File: config.mk
export PLATFORM = sky130hd
export DESIGN_NAME = lru_cache_lookup_fill_core
export DESIGN_NICKNAME = d
export VERILOG_FILES = /design/src/lcl_pkg.sv /design/src/lru_cache_lookup_fill_core.sv /design/src/lcl_cell.sv
export VERILOG_INCLUDE_DIRS = /design/src /design/src/src
export SDC_FILE = /design/constraint.sdc
export NUM_CORES = 1
export LEC_CHECK = 0
export BUFFER_PORTS_ARGS = -buffer_cell sky130_fd_sc_hd__buf_2
export CORE_MARGIN = 10
export CORE_UTILIZATION = 52
export CTS_BUF_LIST = sky130_fd_sc_hd__clkbuf_16
export DETAILED_ROUTE_END_ITERATION = 16
export PLACE_DENSITY = 0.75
export SLEW_MARGIN = 20
export SYNTH_ARGS = -nofsm -noshare
export SYNTH_HDL_FRONTEND = slang
export SYNTH_SLANG_ARGS = --single-unit
File: constraint.sdc
create_clock -name clk_i -period 11.36 [get_ports clk_i]
set_input_delay 1.704 -clock clk_i [delete_from_list [all_inputs] [get_ports clk_i]]
set_output_delay 1.704 -clock clk_i [all_outputs]
set_load 0.01 [all_outputs]
File: src/lru_cache_lookup_fill_core_macros.svh
`ifndef LRU_CACHE_LOOKUP_FILL_CORE_MACROS_SVH
`define LRU_CACHE_LOOKUP_FILL_CORE_MACROS_SVH

// same-cycle implication
`define LCL_ASSERT_IMP(lbl, ante, cons) \
  lbl: assert property (@(posedge clk_i) disable iff (!rst_ni) (ante) |-> (cons)) \
    else $error("lcl assertion failed");

// next-cycle implication
`define LCL_ASSERT_NXT(lbl, ante, cons) \
  lbl: assert property (@(posedge clk_i) disable iff (!rst_ni) (ante) |=> (cons)) \
    else $error("lcl assertion failed");

`endif

File: src/lcl_pkg.sv
package lcl_pkg;

  localparam int unsigned ENTRIES    = 8;
  localparam int unsigned KEY_BITS   = 32;
  localparam int unsigned VALUE_BITS = 32;
  localparam int unsigned CFG_W      = 4;
  localparam int unsigned RESET_IN_USE = 5;
  localparam int unsigned IDX_W      = $clog2(ENTRIES);
  localparam int unsigned CNT_W      = $clog2(ENTRIES + 1);
  localparam int unsigned CMP_W      = (CNT_W > CFG_W) ? CNT_W : CFG_W;

  // running search state passed from cell to cell
  typedef struct packed {
    logic                  hit;
    logic [IDX_W-1:0]      hit_idx;
    logic [IDX_W-1:0]      hit_rank;
    logic [VALUE_BITS-1:0] hit_value;
    logic                  free;
    logic [IDX_W-1:0]      free_idx;
    logic [CNT_W-1:0]      count;
    logic [IDX_W-1:0]      vic_rank;
    logic [IDX_W-1:0]      vic_idx;
  } chain_t;

  // update broadcast to every cell
  typedef struct packed {
    logic                  en;
    logic                  hit;
    logic [IDX_W-1:0]      slot;
    logic [IDX_W-1:0]      hit_rank;
    logic [KEY_BITS-1:0]   key;
    logic [VALUE_BITS-1:0] value;
  } upd_t;

endpackage

File: src/lru_cache_lookup_fill_core.sv
// channel   | direction | transfer when        | payload
// request   | in        | start && !busy       | lookup_key_i, fill_value_i
// result    | out       | done_o (one cycle)   | result_value_o, was_hit_o, did_evict_o
// config    | in        | cfg_we_i             | cfg_wdata_i (entries_in_use)
//
// each request passes through accept, search along the cell row, update of all cells
// the search ripples through the row of 8 cells, which sets the lookup cycle
// busy is high from accept until the result strobe; a new request is taken in the strobe cycle
// reset clears valid marks and ranks at once; entries_in_use resets to 5
// the receiver cannot stall results
`include "lru_cache_lookup_fill_core_macros.svh"

module lru_cache_lookup_fill_core (
  input  logic                           clk_i,
  input  logic                           rst_ni,
  input  logic                           start,
  output logic                           busy,
  input  logic [lcl_pkg::KEY_BITS-1:0]   lookup_key_i,
  input  logic [lcl_pkg::VALUE_BITS-1:0] fill_value_i,
  output logic                           done_o,
  output logic [lcl_pkg::VALUE_BITS-1:0] result_value_o,
  output logic                           was_hit_o,
  output logic                           did_evict_o,
  input  logic                           cfg_we_i,
  input  logic [lcl_pkg::CFG_W-1:0]      cfg_wdata_i
);

  localparam logic [1:0] PH_IDLE = 2'd0;
  localparam logic [1:0] PH_LOOK = 2'd1;
  localparam logic [1:0] PH_UPD  = 2'd2;

  logic [1:0]                     phase_q, phase_d;
  logic                           done_q;
  logic [lcl_pkg::CFG_W-1:0]      limit_cfg_q;
  logic [lcl_pkg::KEY_BITS-1:0]   key_q;
  logic [lcl_pkg::VALUE_BITS-1:0] fill_q;
  logic [lcl_pkg::VALUE_BITS-1:0] result_q;
  logic                           hit_q;
  logic                           evict_q;
  logic [lcl_pkg::IDX_W-1:0]      slot_q;
  logic [lcl_pkg::IDX_W-1:0]      hit_rank_q;

  lcl_pkg::chain_t                chain [lcl_pkg::ENTRIES+1];
  lcl_pkg::upd_t                  upd;
  logic [lcl_pkg::ENTRIES-1:0]    valid_vec;
  logic [lcl_pkg::CMP_W-1:0]      limit;
  logic                           evict;
  logic                           accept;

  assign accept = start && (phase_q == PH_IDLE);
  assign busy   = (phase_q != PH_IDLE);

  // effective limit clamped to 1..ENTRIES
  always_comb begin
    priority if (limit_cfg_q == '0) begin
      limit = lcl_pkg::CMP_W'(1);
    end else if (lcl_pkg::CMP_W'(limit_cfg_q) > lcl_pkg::CMP_W'(lcl_pkg::ENTRIES)) begin
      limit = lcl_pkg::CMP_W'(lcl_pkg::ENTRIES);
    end else begin
      limit = lcl_pkg::CMP_W'(limit_cfg_q);
    end
  end

  assign chain[0] = '0;

  for (genvar i = 0; i < lcl_pkg::ENTRIES; i++) begin : g_cell
    lcl_cell u_cell (
      .clk_i   (clk_i),
      .rst_ni  (rst_ni),
      .idx_i   (lcl_pkg::IDX_W'(i)),
      .key_i   (key_q),
      .chain_i (chain[i]),
      .chain_o (chain[i+1]),
      .upd_i   (upd),
      .valid_o (valid_vec[i])
    );
  end

  assign evict = !chain[lcl_pkg::ENTRIES].free ||
                 (lcl_pkg::CMP_W'(chain[lcl_pkg::ENTRIES].count) >= limit);

  always_comb begin
    upd.en       = (phase_q == PH_UPD);
    upd.hit      = hit_q;
    upd.slot     = slot_q;
    upd.hit_rank = hit_rank_q;
    upd.key      = key_q;
    upd.value    = fill_q;
  end

  always_comb begin
    phase_d = phase_q;
    unique case (phase_q)
      PH_IDLE: if (start) begin
        phase_d = PH_LOOK;
      end
      PH_LOOK: phase_d = PH_UPD;
      PH_UPD:  phase_d = PH_IDLE;
      default: phase_d = PH_IDLE;
    endcase
  end

  always_ff @(posedge clk_i or negedge rst_ni) begin
    if (!rst_ni) begin
      phase_q     <= PH_IDLE;
      done_q      <= 1'b0;
      limit_cfg_q <= lcl_pkg::CFG_W'(lcl_pkg::RESET_IN_USE);
    end else begin
      phase_q <= phase_d;
      done_q  <= (phase_q == PH_UPD);
      if (cfg_we_i) begin
        limit_cfg_q <= cfg_wdata_i;
      end
    end
  end

  always_ff @(posedge clk_i) begin
    if (accept) begin
      key_q  <= lookup_key_i;
      fill_q <= fill_value_i;
    end
    if (phase_q == PH_LOOK) begin
      hit_q      <= chain[lcl_pkg::ENTRIES].hit;
      hit_rank_q <= chain[lcl_pkg::ENTRIES].hit_rank;
      evict_q    <= !chain[lcl_pkg::ENTRIES].hit && evict;
      if (chain[lcl_pkg::ENTRIES].hit) begin
        slot_q   <= chain[lcl_pkg::ENTRIES].hit_idx;
        result_q <= chain[lcl_pkg::ENTRIES].hit_value;
      end else begin
        slot_q   <= evict ? chain[lcl_pkg::ENTRIES].vic_idx
                          : chain[lcl_pkg::ENTRIES].free_idx;
        result_q <= fill_q;
      end
    end
  end

  assign done_o         = done_q;
  assign result_value_o = result_q;
  assign was_hit_o      = hit_q;
  assign did_evict_o    = evict_q;

  `LCL_ASSERT_IMP(a_done_not_busy, done_o, !busy)
  `LCL_ASSERT_IMP(a_hit_no_evict, done_o && was_hit_o, !did_evict_o)
  `LCL_ASSERT_NXT(a_accept_busy, start && !busy, busy && !done_o)
  `LCL_ASSERT_NXT(a_valid_sticky, 1'b1, (($past(valid_vec) & ~valid_vec) == '0))

endmodule

File: src/lcl_cell.sv
module lcl_cell (
  input  logic                         clk_i,
  input  logic                         rst_ni,
  input  logic [lcl_pkg::IDX_W-1:0]    idx_i,
  input  logic [lcl_pkg::KEY_BITS-1:0] key_i,
  input  lcl_pkg::chain_t              chain_i,
  output lcl_pkg::chain_t              chain_o,
  input  lcl_pkg::upd_t                upd_i,
  output logic                         valid_o
);

  logic                           valid_q, valid_d;
  logic [lcl_pkg::IDX_W-1:0]      rank_q, rank_d;
  logic [lcl_pkg::KEY_BITS-1:0]   key_q;
  logic [lcl_pkg::VALUE_BITS-1:0] value_q;
  logic                           is_slot;

  assign is_slot = (upd_i.slot == idx_i);
  assign valid_o = valid_q;

  always_comb begin
    chain_o = chain_i;
    if (valid_q) begin
      chain_o.count = chain_i.count + lcl_pkg::CNT_W'(1);
      if (!chain_i.hit && key_q == key_i) begin
        chain_o.hit       = 1'b1;
        chain_o.hit_idx   = idx_i;
        chain_o.hit_rank  = rank_q;
        chain_o.hit_value = value_q;
      end
      if (rank_q >= chain_i.vic_rank) begin
        chain_o.vic_rank = rank_q;
        chain_o.vic_idx  = idx_i;
      end
    end else if (!chain_i.free) begin
      chain_o.free     = 1'b1;
      chain_o.free_idx = idx_i;
    end
  end

  always_comb begin
    valid_d = valid_q;
    rank_d  = rank_q;
    if (upd_i.en) begin
      if (upd_i.hit) begin
        if (is_slot) begin
          rank_d = '0;
        end else if (valid_q && rank_q < upd_i.hit_rank) begin
          rank_d = rank_q + lcl_pkg::IDX_W'(1);
        end
      end else begin
        if (is_slot) begin
          valid_d = 1'b1;
          rank_d  = '0;
        end else if (valid_q) begin
          rank_d = rank_q + lcl_pkg::IDX_W'(1);
        end
      end
    end
  end

  always_ff @(posedge clk_i or negedge rst_ni) begin
    if (!rst_ni) begin
      valid_q <= 1'b0;
      rank_q  <= '0;
    end else begin
      valid_q <= valid_d;
      rank_q  <= rank_d;
    end
  end

  always_ff @(posedge clk_i) begin
    if (upd_i.en && !upd_i.hit && is_slot) begin
      key_q   <= upd_i.key;
      value_q <= upd_i.value;
    end
  end

endmodule

Word level (Yosys, flattened, before mapping)
Cells that the tools add are included.
{"block": "word_totals", "ff_bits": 655, "out_inout_bits": 36}
{"block": "op_classes", "add_sub_neg": 15, "order_cmp": 18, "eq_ne": 26, "n_mux": 94, "n_bitwise": 1, "reduce_logical": 65}
{"cell": "39-bit two-way mux", "count": 16}
{"cell": "32-bit == test", "count": 8}
{"cell": "3-bit two-way mux", "count": 49}
{"cell": "10-bit two-way mux", "count": 7}
{"cell": "6-bit two-way mux", "count": 8}
{"cell": "3-bit AND reduction", "count": 16}
{"cell": "4-bit two-way mux", "count": 10}
{"cell": "32-bit two-way mux", "count": 1}
{"cell": "1-bit logical AND", "count": 26}
{"cell": "3-bit by 1-bit adder with 3-bit output (second input constant)", "count": 8}
{"cell": "4-bit by 1-bit adder with 4-bit output (second input constant)", "count": 6}
{"cell": "3-bit < comparator", "count": 8}
{"cell": "3-bit by 1-bit inequality test with 1-bit output (second input constant)", "count": 8}
{"cell": "3-bit nonzero test", "count": 8}
{"cell": "3-bit greater-or-equal comparator", "count": 7}
{"cell": "3-bit == test (second input constant)", "count": 4}
{"cell": "1-bit zero test", "count": 10}
{"cell": "7-bit two-way mux", "count": 1}
{"cell": "3-bit by 2-bit == test with 1-bit output (second input constant)", "count": 2}
{"cell": "4-bit greater-or-equal comparator", "count": 1}
{"cell": "4-bit greater-than comparator (second input constant)", "count": 1}
{"cell": "4-bit zero test", "count": 1}
{"cell": "2-bit one-hot mux with 2 select lines", "count": 1}
{"cell": "3-bit by 1-bit == test with 1-bit output (second input constant)", "count": 1}
{"cell": "11 further kinds", "count": 11}

Logic depth before layout (Yosys ltp)
{"block": "logic_depth", "word_depth": 33, "ltp_mapped": 47, "mapped_depth_nobuf": 47}

Cells and area by module
Synthesis repeated with hierarchy kept, for this count alone.
{"block": "hier_totals", "hier_cells": 1993, "hier_area_um2": 31207.4}
{"module": "lcl_cell at g_cell[3].u_cell ...", "n_inst": 5, "cells_each": 231, "area_per_inst_um2": 3444.6}
{"module": "lcl_cell at g_cell[0].u_cell ...", "n_inst": 2, "cells_each": 219, "area_per_inst_um2": 3328.2}
{"module": "lru_cache_lookup_fill_core", "n_inst": 1, "cells_each": 184, "area_per_inst_um2": 3950.0}
{"module": "lcl_cell at g_cell[1].u_cell", "n_inst": 1, "cells_each": 216, "area_per_inst_um2": 3378.2}

Worst setup path before layout
No wires, ideal clock.
{"block": "synth_timing", "kind": "register to register", "startpoint": "reg g_cell[0].u_cell.valid_q", "endpoint": "reg slot_q[2] in the netlist's numbering, data pin", "setup_ps": 256, "arrival_ps": 9166, "t_required_ps": 11104, "path_slack_ps": 1938, "path_stages_with_launch": 46, "n_path_buf": 0, "synth_period_minus_slack_ps": 9422, "cell_sequence": "dfrtp_1 > inv_1 > nor2_1 > ha_1 > nand2b_1 > a31oi_2 > o21ai_0 > nand2_1 > ha_1 > nand2b_1 > o211a_1 > o21ba_2 > nor3_1 > ha_1 > nor2b_1 > nand2b_1 > a21oi_1 > o31ai_1 > [... 10 more ...] > o21ai_0 > mux2_2 > ha_1 > nand2b_1 > a21oi_1 > nor2b_1 > o21ai_1 > o22ai_1 > a31o_2 > ha_1 > nand2b_1 > a21oi_1 > nor2b_1 > o21ai_0 > nand2_1 > a21oi_1 > o2111a_1 > o21ai_1"}
{"block": "synth_via", "elab_chain_len": 30}
{"element": "start: declaration", "line_no": "lcl_cell.sv:12", "rtl": "logic valid_q, valid_d;"}
{"element": "start signal: assignment", "line_no": "lcl_cell.sv:67", "rtl": "valid_q <= valid_d;"}
{"element": "branches (longest 29 deep; another with 4-bit by 1-bit adder with 4-bit output)"}
{"element": "3-bit two-way mux (*)", "line_no": "lru_cache_lookup_fill_core.sv:126", "rtl": "if (chain[lcl_pkg::ENTRIES].hit) begin"}
{"element": "end signal: assignment", "line_no": "lru_cache_lookup_fill_core.sv:127", "rtl": "slot_q <= chain[lcl_pkg::ENTRIES].hit_idx;"}
{"element": "end signal: assignment", "line_no": "lru_cache_lookup_fill_core.sv:130", "rtl": "slot_q <= evict ? chain[lcl_pkg::ENTRIES].vic_idx"}
{"element": "end: declaration", "line_no": "lru_cache_lookup_fill_core.sv:40", "rtl": "logic [lcl_pkg::IDX_W-1:0] slot_q;"}
Every way passes the cells marked *.
A chain may end at the register's enable or synchronous reset.

Final worst setup path
Same ends and word-level chain as after synthesis.

==> impl_metrics.csv <==
group,metric,value,unit
clock_network,worstSkewPairLatency,610,ps
die,core-area,52870,µm²
placed_design,dp.cells,2629,
die,die-width,251.7,µm
layout,diodes,0,
clock_network,cts_tree,"built",
global_routing,grt_first_pass_wirelength,96.83,mm
worst_hold_path,hp-class,"reg2reg",
worst_setup_path,cpMaxStageDelayCell,"dfrtp_1",
sta,slew_headroom,0.2476,
sta,layout_setup_ws,962.2,ps
worst_setup_path,end_kind,"flop",
logic_synthesis,synth_area,27910,µm²
global_routing,grt_start_max_net_pins,67,
layout,final_nets,2132,
die,die_area,63340,µm²
pwr,vdd_ir_drop_max,0.2053,mV
routing,drc,0,
logic_synthesis,yosys.area.top_type,"edfxtp_1",
worst_setup_path,cp_max_fo,9,
global_routing,gr-total-overflow,0,
worst_hold_path,hp-start,"phase_q[1]",
pwr,p_switching,2.006,mW
worst_setup_path,cp.required,11710,ps
clock_network,cts-resized-gates,0,
sta,fmax,96.17,MHz
clock_network,numCtsBuffers,68,
logic_synthesis,synth_seq_area_share,0.6978,
sta,fin_crit,10400,ps
worst_setup_path,ff2ff_setup_slack,960,ps
clock_network,cts.htree.levels,3,
sta,slew_violations,0,
placed_design,finalWeightedCongestion,0.8959,
logic_synthesis,synth.area.top_cells,"edfxtp_1 (66%), xor2_1 (6.0%), dfrtp_1 (3.3%), xnor2_1 (2.6%), ha_1 (2.2%)",
outcome,status,"finished, final reports clean",
worst_setup_path,worstSetupStartpointType,"flop",
global_routing,track_usage,0.1992,
worst_setup_path,max_stage_delay,470,ps
routing,wire_per_inst,23.33,µm
worst_setup_path,r2r_end,"slot_q[2]",
logic_synthesis,synthArstFlopShare,0.05954,
routing,drtPass1Iterations,5,
worst_hold_path,whs_endpoint,"phase_q[1]",
layout,stdcell_area,31300,µm²
global_routing,antenna_found_initial,0,
pwr,pwr-share-comb,0.245,
clock_network,clockBufferDepth,3,
pwr,seq_power_share,0.450,
die,rows,84,
pwr,switching_share,0.2972,
clock_network,cts.sink_count,655,
pwr,leakage,11.14,nW
layout,syn_to_final_growth,12.13,%
placed_design,dpl.hpwl,37.53,mm
sta,tightestPinTransition,1129,ps
layout,stdcell_count,2746,
pwr,clockPowerShare,0.305,
routing,vias_per_cell,5.920,
placed_design,post-place-ws,761.1,ps
logic_synthesis,netlist_instances,1875,
routing,finalWirelength,64.07,mm
die,start_util,0.5280,
sta,setup_viol,0,
die,ios,108,
sta,rsz0062_at_grt,"no",
placed_design,io_buffers,107,
routing,drtIter0Drc,1575,
routing,antenna_left,0,
logic_synthesis,synth_ff_type,"edfxtp_1",
layout,fin_util,0.5920,
logic_synthesis,yosysWarnings,0,
sta,final.setup_skew,26.92,ps
logic_synthesis,syn_avg_cell_area,14.89,µm²
pwr,power.density,215.7,nW/µm²
sta,hold_viol_final,0,
logic_synthesis,yosysTopAreaCellShare,0.6628,
worst_setup_path,worstReg2RegStart,"g_cell[0].u_cell.valid_o",
worst_setup_path,cp.arrival,10750,ps
sta,post-route-period-util,0.9153,
clock_network,post-cts-setup-buffer-count,0,
placed_design,placed_cell_area,29240,µm²
routing,vias,16260,
clock_network,clk_pin_slew,60,ps
sta,setup_tns,0,ps
layout,drive_gt1_frac,0.1603,
worst_hold_path,whs_path_depth,1,
die,dieHeight,251.7,µm
logic_synthesis,synth.distinct_cells,74,
logic_synthesis,synth_edf_count,616,
worst_setup_path,reg2regPathDepth,45,
global_routing,first_global_vias,16240,
clock_network,root_buffer,"clkbuf_16",
clock_network,hold_buffers,0,
pwr,internal_power,4.745,mW
logic_synthesis,ys_ff_latch,655,
logic_synthesis,synth.net_count,1996,
worst_setup_path,critPathKind,"reg2reg",
job,maxCapViolCount,0,
layer usage:
metal,share of wire,vias to the layer above,global-route usage
met1,0.43,8137,0.2701
met2,0.48,696,0.3234
met3,0.076,102,0.03259
met4,0.021,0,0.06717
met5,0,-,0
li1,-,7321,-
cell type report:
type	count	area (µm²)
clock buffer	70	1752
clock inverter	47	297.8
fill	3924	21570
inverter	58	217.7
multi-input combinational	1073	7795
sequential	655	19480
tap	688	860.8
timing repair buffer	155	895.9
cell families (layout without fill, tap and decap cells):
logic type,count (synthesis),count (layout),share of synthesized area
XOR/XNOR,273,273,0.08567
buffers and inverters,147,330,0.02591
flip-flops,655,655,0.6978
multiplexers,46,46,0.01708
AO/OA/AOI/OAI,283,283,0.06810
AND/OR/NAND/NOR,421,421,0.08311
adder cells (fa/ha/maj),50,50,0.02232
worst max-delay path: cells and delay by family, from the launching register on:
| kind | cells | cell delay, ps |
|---|---|---|
| compound gates | 17 | 3550 |
| fa+ha+maj | 8 | 2210 |
| buf+inv | 1 | 130 |
| flops | 1 | 470 |
| mux | 3 | 1180 |
| simple gates | 16 | 2590 |
power groups by stage:
stage	Combinational (mW)	Sequential, mW	Clock [mW]
4_1_cts	1.64	3.04	2.09
5_1_grt	1.87	3.06	2.19
6_report	1.65	3.04	2.06
3_3_place_gp	1.57	3.07	0
3_5_place_dp	1.63	3.09	0
2_1_floorplan	1.30	3.00	0
synth_stat cells (all sizes together) (4+ instances only):
| cell | number |
|---|---|
| o21a | 10 |
| a31oi | 33 |
| a211oi | 4 |
| and2 | 8 |
| a211o | 5 |
| xnor2 | 83 |
| mux2 | 13 |
| clkbuf | 34 |
| buf | 55 |
| nor4 | 49 |
| o21ai | 75 |
| nand2 | 88 |
| nor3 | 24 |
| or2 | 11 |
| nand3 | 58 |
| a21boi | 12 |
| edfxtp | 616 |
| a32o | 5 |
| nor2b | 36 |
| mux2i | 33 |
| inv | 58 |
| or4 | 5 |
| and3 | 14 |
| nand2b | 15 |
| o211ai | 5 |
| nor2 | 70 |
| dfrtp | 37 |
| o221ai | 31 |
| xor2 | 190 |
| o22ai | 34 |
| ha | 49 |
| or3 | 4 |
| nand4 | 26 |
| a21oi | 29 |
| a21o | 6 |
| o31ai | 4 |
flip-flops by register name (all words and copies together) (netlist names), 3 cells and up:
register,count
g_cell.u_cell.rank_q,24
fill_q,32
g_cell.u_cell.key_q,256
key_q,32
hit_rank_q,3
limit_cfg_q,4
g_cell.u_cell.value_q,256
g_cell.u_cell.valid_o,8
result_value_o,32
slot_q,3
metrics by stage:
stage,total power [mW],hold slack (ps)
after CTS,6.768,531.2
after detailed placement,4.713,523.6
after floorplan,4.294,439.8
after global placement,4.637,504.9
after global routing,7.120,556.3
final,6.752,533.1
worst max-delay path by stage:
stage                                        start        end  slack, ps
after floorplan           g_cell[0].u_cell.valid_o  slot_q[2]       1940
after global placement    g_cell[0].u_cell.valid_o  slot_q[2]        920
after detailed placement  g_cell[0].u_cell.valid_o  slot_q[2]        760
after CTS                 g_cell[0].u_cell.valid_o  slot_q[2]        690
after global routing      g_cell[0].u_cell.valid_o  slot_q[2]        110
final                     g_cell[0].u_cell.valid_o  slot_q[2]        960
cell usage in the layout, fill, tap and decap left out, types with 6 or more instances in the layout:
master     synthesis  layout
nor3_1            24      21
a21o_1             6       6
buf_4              2      48
a21boi_0          11      11
clkinv_1           0      12
inv_1             58      71
nor2b_2           26      26
and2_1             8       8
a21oi_1           29      29
edfxtp_1         616     616
dfrtp_1           37      37
or2_2             10      11
ha_1              49      49
mux2_2            13      13
o21ai_0           71      70
o221ai_1          31      31
o22ai_1           34      34
and3_1            13      13
nor4_1            45      44
nand2b_1          15      14
mux2i_1           33      33
xor2_1           190     190
nand4_1           24      24
xnor2_1           83      83
clkbuf_16          0      70
nor2b_1           10       9
clkinv_2           0      10
o21a_1            10      10
a31oi_1           32      32
nor2_1            70      67
nand2_1           88      88
buf_2             29     107
nand3_1           58      58
No activity file was read; power rests on OpenSTA's default activity.
